[src/rtl/core/blc3_pkg.sv]
// Shared types and constants for the 3D box line clipper.
`default_nettype none
package blc3_pkg;

	localparam int unsigned COORD_W = 32;
	localparam int unsigned ITER_MAX = 12;
	localparam int unsigned ITER_W = 4;
	localparam int unsigned CODE_W = 6;

	// Configuration register indexes
	localparam logic [2:0] REG_AXIS_LIMITED = 3'd0;
	localparam logic [2:0] REG_X_LOW = 3'd1;
	localparam logic [2:0] REG_X_HIGH = 3'd2;
	localparam logic [2:0] REG_Y_LOW = 3'd3;
	localparam logic [2:0] REG_Y_HIGH = 3'd4;
	localparam logic [2:0] REG_Z_LOW = 3'd5;
	localparam logic [2:0] REG_Z_HIGH = 3'd6;

	typedef logic signed [COORD_W-1:0] coord_t;

	typedef struct packed {
		coord_t sx;
		coord_t sy;
		coord_t sz;
		coord_t ex;
		coord_t ey;
		coord_t ez;
	} seg_t;

	typedef struct packed {
		seg_t seg;
		logic remains;
	} res_t;

	typedef struct packed {
		logic [2:0] lim;
		coord_t b0;
		coord_t b1;
		coord_t b2;
		coord_t b3;
		coord_t b4;
		coord_t b5;
	} bnd_t;

	typedef enum logic [3:0] {
		ST_IDLE,
		ST_TEST,
		ST_PICK,
		ST_MUL,
		ST_PROD,
		ST_DIV,
		ST_MOVE,
		ST_CODE,
		ST_OUT
	} bk_state_t;

	typedef enum logic [1:0] {
		DV_IDLE,
		DV_RUN,
		DV_DONE
	} dv_state_t;

	function automatic logic [CODE_W-1:0] outcode(input bnd_t b, input coord_t x,
			input coord_t y, input coord_t z);
		logic [CODE_W-1:0] c;
		c = '0;
		if (b.lim[0]) begin
			c[0] = x < b.b0;
			c[1] = x > b.b1;
		end
		if (b.lim[1]) begin
			c[2] = y < b.b2;
			c[3] = y > b.b3;
		end
		if (b.lim[2]) begin
			c[4] = z < b.b4;
			c[5] = z > b.b5;
		end
		return c;
	endfunction

endpackage
`default_nettype wire

[src/rtl/core/blc3_front.sv]
// Front end: accepts segments, computes initial outcodes, queues them for the back end.
`default_nettype none
module blc3_front #(
	parameter int unsigned DEPTH = 2
) (
	input wire logic clk,
	input wire logic arst_n,
	input wire logic push,
	output logic full,
	input wire blc3_pkg::seg_t seg_in,
	input wire blc3_pkg::bnd_t bnd,
	output logic q_valid,
	input wire logic q_take,
	output blc3_pkg::seg_t q_seg,
	output logic [blc3_pkg::CODE_W-1:0] q_sc,
	output logic [blc3_pkg::CODE_W-1:0] q_ec
);
	localparam int unsigned AW = (DEPTH > 1) ? $clog2(DEPTH) : 1;
	localparam int unsigned CW = $clog2(DEPTH + 1);

	blc3_pkg::seg_t seg_mem [DEPTH];
	logic [blc3_pkg::CODE_W-1:0] sc_mem [DEPTH];
	logic [blc3_pkg::CODE_W-1:0] ec_mem [DEPTH];
	logic [AW-1:0] wp_q, rp_q;
	logic [CW-1:0] cnt_q;
	logic wr, rd;

	assign full = (cnt_q == CW'(DEPTH));
	assign q_valid = (cnt_q != '0);
	assign wr = push && !full;
	assign rd = q_take && q_valid;
	assign q_seg = seg_mem[rp_q];
	assign q_sc = sc_mem[rp_q];
	assign q_ec = ec_mem[rp_q];

	always_ff @(posedge clk) begin
		if (wr) begin
			seg_mem[wp_q] <= seg_in;
			sc_mem[wp_q] <= blc3_pkg::outcode(bnd, seg_in.sx, seg_in.sy, seg_in.sz);
			ec_mem[wp_q] <= blc3_pkg::outcode(bnd, seg_in.ex, seg_in.ey, seg_in.ez);
		end
	end

	always_ff @(posedge clk or negedge arst_n) begin
		if (!arst_n) begin
			wp_q <= '0;
			rp_q <= '0;
			cnt_q <= '0;
		end else begin
			if (wr) wp_q <= (wp_q == AW'(DEPTH - 1)) ? '0 : wp_q + AW'(1);
			if (rd) rp_q <= (rp_q == AW'(DEPTH - 1)) ? '0 : rp_q + AW'(1);
			cnt_q <= cnt_q + CW'(wr) - CW'(rd);
		end
	end
endmodule
`default_nettype wire

[config.mk]
export PLATFORM = sky130hd
export DESIGN_NAME = blc3_front
export DESIGN_NICKNAME = d
export VERILOG_FILES = /design/src/rtl/core/blc3_pkg.sv /design/src/rtl/core/blc3_front.sv
export SDC_FILE = /design/constraint.sdc
export NUM_CORES = 1
export LEC_CHECK = 0
export BUFFER_PORTS_ARGS = -buffer_cell sky130_fd_sc_hd__buf_2
export CAP_MARGIN = 20
export CORE_MARGIN = 1.5
export CORE_UTILIZATION = 40
export CTS_CLUSTER_DIAMETER = 200
export DETAILED_ROUTE_END_ITERATION = 10
export PLACE_DENSITY_LB_ADDON = 0.08
export SLEW_MARGIN = 10
export SYNTH_ARGS = -nofsm -noshare
export SYNTH_HDL_FRONTEND = slang
export SYNTH_SLANG_ARGS = --single-unit
[constraint.sdc]
create_clock -name clk -period 17.57 [get_ports clk]
set_clock_uncertainty 0.05 [all_clocks]
set_input_delay 4.3925 -clock clk [delete_from_list [all_inputs] [get_ports clk]]
set_output_delay 4.3925 -clock clk [all_outputs]
set_load 0.02 [all_outputs]
### Yosys cells after proc, flatten, opt, wreduce, memory -nomap -nowiden

Memory sizes are Yosys's and may differ from the RTL's.
Index checks and enable logic that the tools add are counted.

| word-level totals | value |
|---|---|
| memory bits (writable) | 408 |
| bits in registers | 4 |
| logic and storage cells | 43 |
| memories kept | 3 |

| cells by class | value |
|---|---|
| equal/unequal tests | 1 |
| add/subtract/negate cells | 4 |
| reductions and logical operators | 4 |
| $lt $le $gt $ge | 12 |
| mux-type cells | 16 |

Memories:

| name | depth | width | read ports | clocked after memory_dff | write ports | RTL line | text |
|---|---|---|---|---|---|---|---|
| seg_mem | 2 | 192 | 1 | 0 | 1 | blc3_front.sv:21 | `blc3_pkg::seg_t seg_mem [DEPTH];` |
| ec_mem | 2 | 6 | 1 | 0 | 1 | blc3_front.sv:23 | `logic [blc3_pkg::CODE_W-1:0] ec_mem [DEPTH];` |
| sc_mem | 2 | 6 | 1 | 0 | 1 | blc3_front.sv:22 | `logic [blc3_pkg::CODE_W-1:0] sc_mem [DEPTH];` |

Operator list:

| cell | count |
|---|---|
| $gt 32x32->1 | 6 |
| $lt 32x32->1 | 6 |
| $mux 2 | 12 |
| $mux 1 | 4 |
| $add 1x1->1 const B | 2 |
| $add 2x1->2 | 1 |
| $eq 2x2->1 const B | 1 |
| $logic_and 1x1->1 | 2 |
| $reduce_bool 2->1 | 1 |
| $sub 2x1->2 | 1 |
| $logic_not 1->1 | 1 |

### Longest topological paths before layout

| depth | value |
|---|---|
| depth in word-level cells | 5 |
| depth in mapped cells | 8 |
| depth with buffers taken out | 8 |

### Least setup slack after synthesis

No wires, ideal clock.

| timing | value |
|---|---|
| path kind | input port to flip-flop |
| from | input push |
| to | memory ec_mem[0][0] (netlist bit) (enable) |
| setup time | 771 ps |
| path slack | 3805 ps |
| arrival time | 12943 ps |
| stages on the path | 2 |
| required time | 16749 ps |
| cell sequence | nand2_1 nor2_1 |

| on the way | value |
|---|---|
| word-level cells in the longest chain between the ends | 3 |

Ends and longest elaborated chain:

| what | RTL line | text |
|---|---|---|
| from (decl) | blc3_front.sv:8 | `input wire logic push,` |
| $logic_and 1x1->1 | blc3_front.sv:30 | `assign wr = push && !full;` |
| $mux 1 | blc3_front.sv:37 | `if (wr) begin` |
| $mux 1 (implied by the code) | blc3_front.sv:40 | `ec_mem[wp_q] <= blc3_pkg::outcode(bnd, seg_in.ex, seg_in.ey, seg_in.ez);` |
| to (decl) | blc3_front.sv:23 |  |

Every way passes these cells.

### Worst setup path after layout

| timing | value |
|---|---|
| from | register rp_q |
| to | output q_sc[2] (netlist bit) |

| on the way | value |
|---|---|
| word-level cells in the longest chain between the ends | 1 |

Ends and longest elaborated chain:

| what | RTL line | text |
|---|---|---|
| from (decl) | blc3_front.sv:24 | `logic [AW-1:0] wp_q, rp_q;` |
| from (signal assigned) | blc3_front.sv:51 | `if (rd) rp_q <= (rp_q == AW'(DEPTH - 1)) ? '0 : rp_q + AW'(1);` |
| $mem_v2 2x6 | n/a |  |
| to (decl) | blc3_front.sv:15 | `output logic [blc3_pkg::CODE_W-1:0] q_sc,` |

Every way passes these cells.

==> results.toml <==
[die]
io_pins = 597
fp.coreArea_sq_mm = 0.05891
dieArea_sq_mm = 0.06090
fp.dieH_um = 246.8
die_x_um = 246.8
rows = 89
start_util_pct = 40.35

[logic_synthesis]
synthFlopType = "edfxtp_1"
synth_area_sq_mm = 0.02377
synth_nets = 2604
syn-instance-count = 1833
syn_area_per_cell_sq_um = 12.97
synth-edff-count = 408
synth-seq-cells = 412
synthDistinctLibCells = 54
async_flop_share_pct = 0.9709
yosysWarnings = 0
yosysSeqAreaShare_pct = 51.96

[critical_path]
crit_path_end_kind = "output pin"
slowest_delay_ps = 1090
r2r-start = "cnt_q[1]"
cp_slowest_cell = "dfrtp_4"
r2r_slack_ps = 14860
critical_path_class = "flip-flop to output pin"
required_ps = 13130
cp_max_fo = 75
cp.buffers_inverters = 2
worstSetupStartpointType = "flip-flop"
crit_chain = "buf_4 > mux2_2 > buf_2"
path_delay_family = "flip-flops"
worst-r2r-cell-count = 5
cp.arrival_ps = 3250
regToRegEndpoint = "seg_mem[0][146]"

[clocking]
htree_levels = 2
cts_tree = "done"
cts_setup_buffers = 0
cts.reportedPaths.clkPinSlew_ps = 60
cts_sinks = 412
clock_tree.root_cell = "clkbuf_16"
clk_latency_ps = 570
ctsResizeCount = 0
holdBufCountCts = 0
clockBufferDepth = 3
cts_made_buffers = 46

[global_route]
grt_usage_pct = 23.93
antenna_found_initial = 35
gr-total-overflow = 0
grt_max_degree = 144
grt_pass1_wl_um = 107600
grt_pass1_vias = 17820

[place]
gp_congestion = 0.8848
dp_hpwl_um = 59840
port-buffer-count = 596

[worst_hold_path]
hold_depth = 1
holdCritStartpoint = "cnt_q[1]"
hp-class = "flip-flop to flip-flop"
hold-path-endpoint = "cnt_q[1]"

[layout]
fillers = 5298
syn_to_final_growth_pct = 23.80
seqCellArea_sq_mm = 0.01236
layout.nets = 3230
multi_input_area_sq_mm = 0.01056
drive_gt1_share_pct = 35.74

[route]
wire_per_inst_um = 22.56
drt_wl_total_um = 74360
drt-initial-drc-count = 778
first_pass_iters = 5
ant_nets = 0
route.vias.total = 17250
remaining_drc_errors = 0
vias_per_cell = 5.233

[sta]
worst_slew_pin_slew_ps = 1029
rsz0062_at_grt = "false"
fmax_ghz = 0.1300
fin_crit_sh_pct = 43.80
setup_viol = 0
drv_slew = 0
hold_viol = 0
max_slew_margin_pct = 31.39
min_period_ps = 7695
tns_ps = 0
worst_hold_slack_ps = 450.9

[power_and_ir_drop]
p_int_uw = 2490
p_sw_share_pct = 34.20
leakage_uw = 0.01295
p_switching_uw = 1294
seqPwrFrac_pct = 38.2
peakVddDrop_v = 0.0001139
pwr-share-comb_pct = 34.0
power.density_mw_per_mm2 = 128.6
p_clk_share_pct = 27.7

[run_status]
status = "complete, no violations"

[run]
maxCapViolations = 0
[how the worst max path moves through the flow]
stage                     slack (ps)  from           end  cells after the start
final                           9870  rp_q       q_sc[2]                      3
after global routing            9680  rp_q    q_seg[145]                      3
after CTS                       9810  rp_q       q_sc[2]                      3
after detailed placement       10460  rp_q       q_sc[2]                      3
after global placement         10550  rp_q    q_seg[145]                      3
after floorplan                 3810  push  ec_mem[0][0]                      2
[area by class of cell]
type                       instances  area share [%]
multi-input combinational       1189           35.89
antenna                           27          0.2296
tap                              773           3.286
inverter                         209           2.666
clock inverter                    30           1.356
clock buffer                      55           4.243
timing repair buffer             601           10.35
sequential                       412           41.98
[layout by cell type, fill, tap and decap left out, types with 6 or more instances in the layout]
cell	instances
nor3_1	12
nand3_1	24
and4_1	8
nor2b_1	13
nor2_1	27
bufinv_16	9
clkbuf_1	6
clkinv_1	6
inv_1	209
nand2_1	77
buf_2	596
edfxtp_1	408
diode_2	27
nor4_1	18
nand4_1	68
o211ai_1	10
nand2b_1	8
a21oi_1	142
o21a_1	10
o21ai_1	7
clkbuf_16	49
o21ai_0	48
or3_1	7
a21o_1	26
mux2_2	204
a211oi_1	19
ha_1	380
a221o_1	6
[flip-flops by register name (all words and copies together), names as in the netlist]
register,flops
cnt_q,2
ec_mem,12
rp_q,1
sc_mem,12
seg_mem,384
wp_q,1
[power by group through the flow]
stage	Sequential (uW)	Clock (uW)	Combinational, uW
after floorplan	1460	0	883
after global placement	1470	0	1270
after CTS	1450	1070	1300
after detailed placement	1470	0	1300
after global routing	1470	1110	1400
final	1450	1050	1290
[layer usage]
metal | track usage [%] | routed length (um)
met3 | 6.468 | 5273
met5 | 0 | 120
met4 | 8.644 | 2352
met1 | 28.15 | 29880
met2 | 41.71 | 36730
[cells in the mapped netlist (all sizes together), types with 6 or more instances]
cell type	instances	area share (%)
o21ai	55	1.2
a21o	26	0.82
and3	7	0.25
edfxtp	408	52
nor3	15	0.38
inv	209	3.3
clkbuf	23	0.36
and4	8	0.29
nand3	24	0.51
or3	7	0.18
ha	380	20
nor4	18	0.47
nand4	68	1.8
nor2b	13	0.34
a221o	6	0.25
nor2	28	0.44
o21a	10	0.32
mux2	204	9.7
nand2	78	1.2
a211oi	19	0.60
o211ai	10	0.32
nand2b	9	0.25
a21oi	142	3.0
[stage by stage]
stage          std cells  util (%)  setup WS [ps]  cell area (sq um)  power [uW]
2_1_floorplan       1833         -           3805              23770        2345
3_5_place_dp        3184     47.05          10460              27710        2766
4_1_cts             3269     49.84           9815              29360        3824
5_1_grt             3288     49.92           9680              29410        3971
3_3_place_gp        3184     47.05          10550              27710        2748
6_report            3296     49.96           9875              29430        3785
[kinds of logic after synthesis]
family / count (synthesis) / share of synthesized area [%]
simple gates: 287 / 6.516
compound gates: 313 / 8.006
xor+xnor: 4 / 0.1474
buf+inv: 232 / 3.663
flops: 412 / 51.96
mux: 205 / 9.706
fa+ha+maj: 380 / 20.00
[worst reg2reg max path: cells and delay by family, from the launching register on]
| kind | cells | cell delay, ps |
|---|---|---|
| simple gates | 3 | 360 |
| buf+inv | 2 | 1380 |
| flops | 1 | 400 |
(Power assumes the default switching activity.)
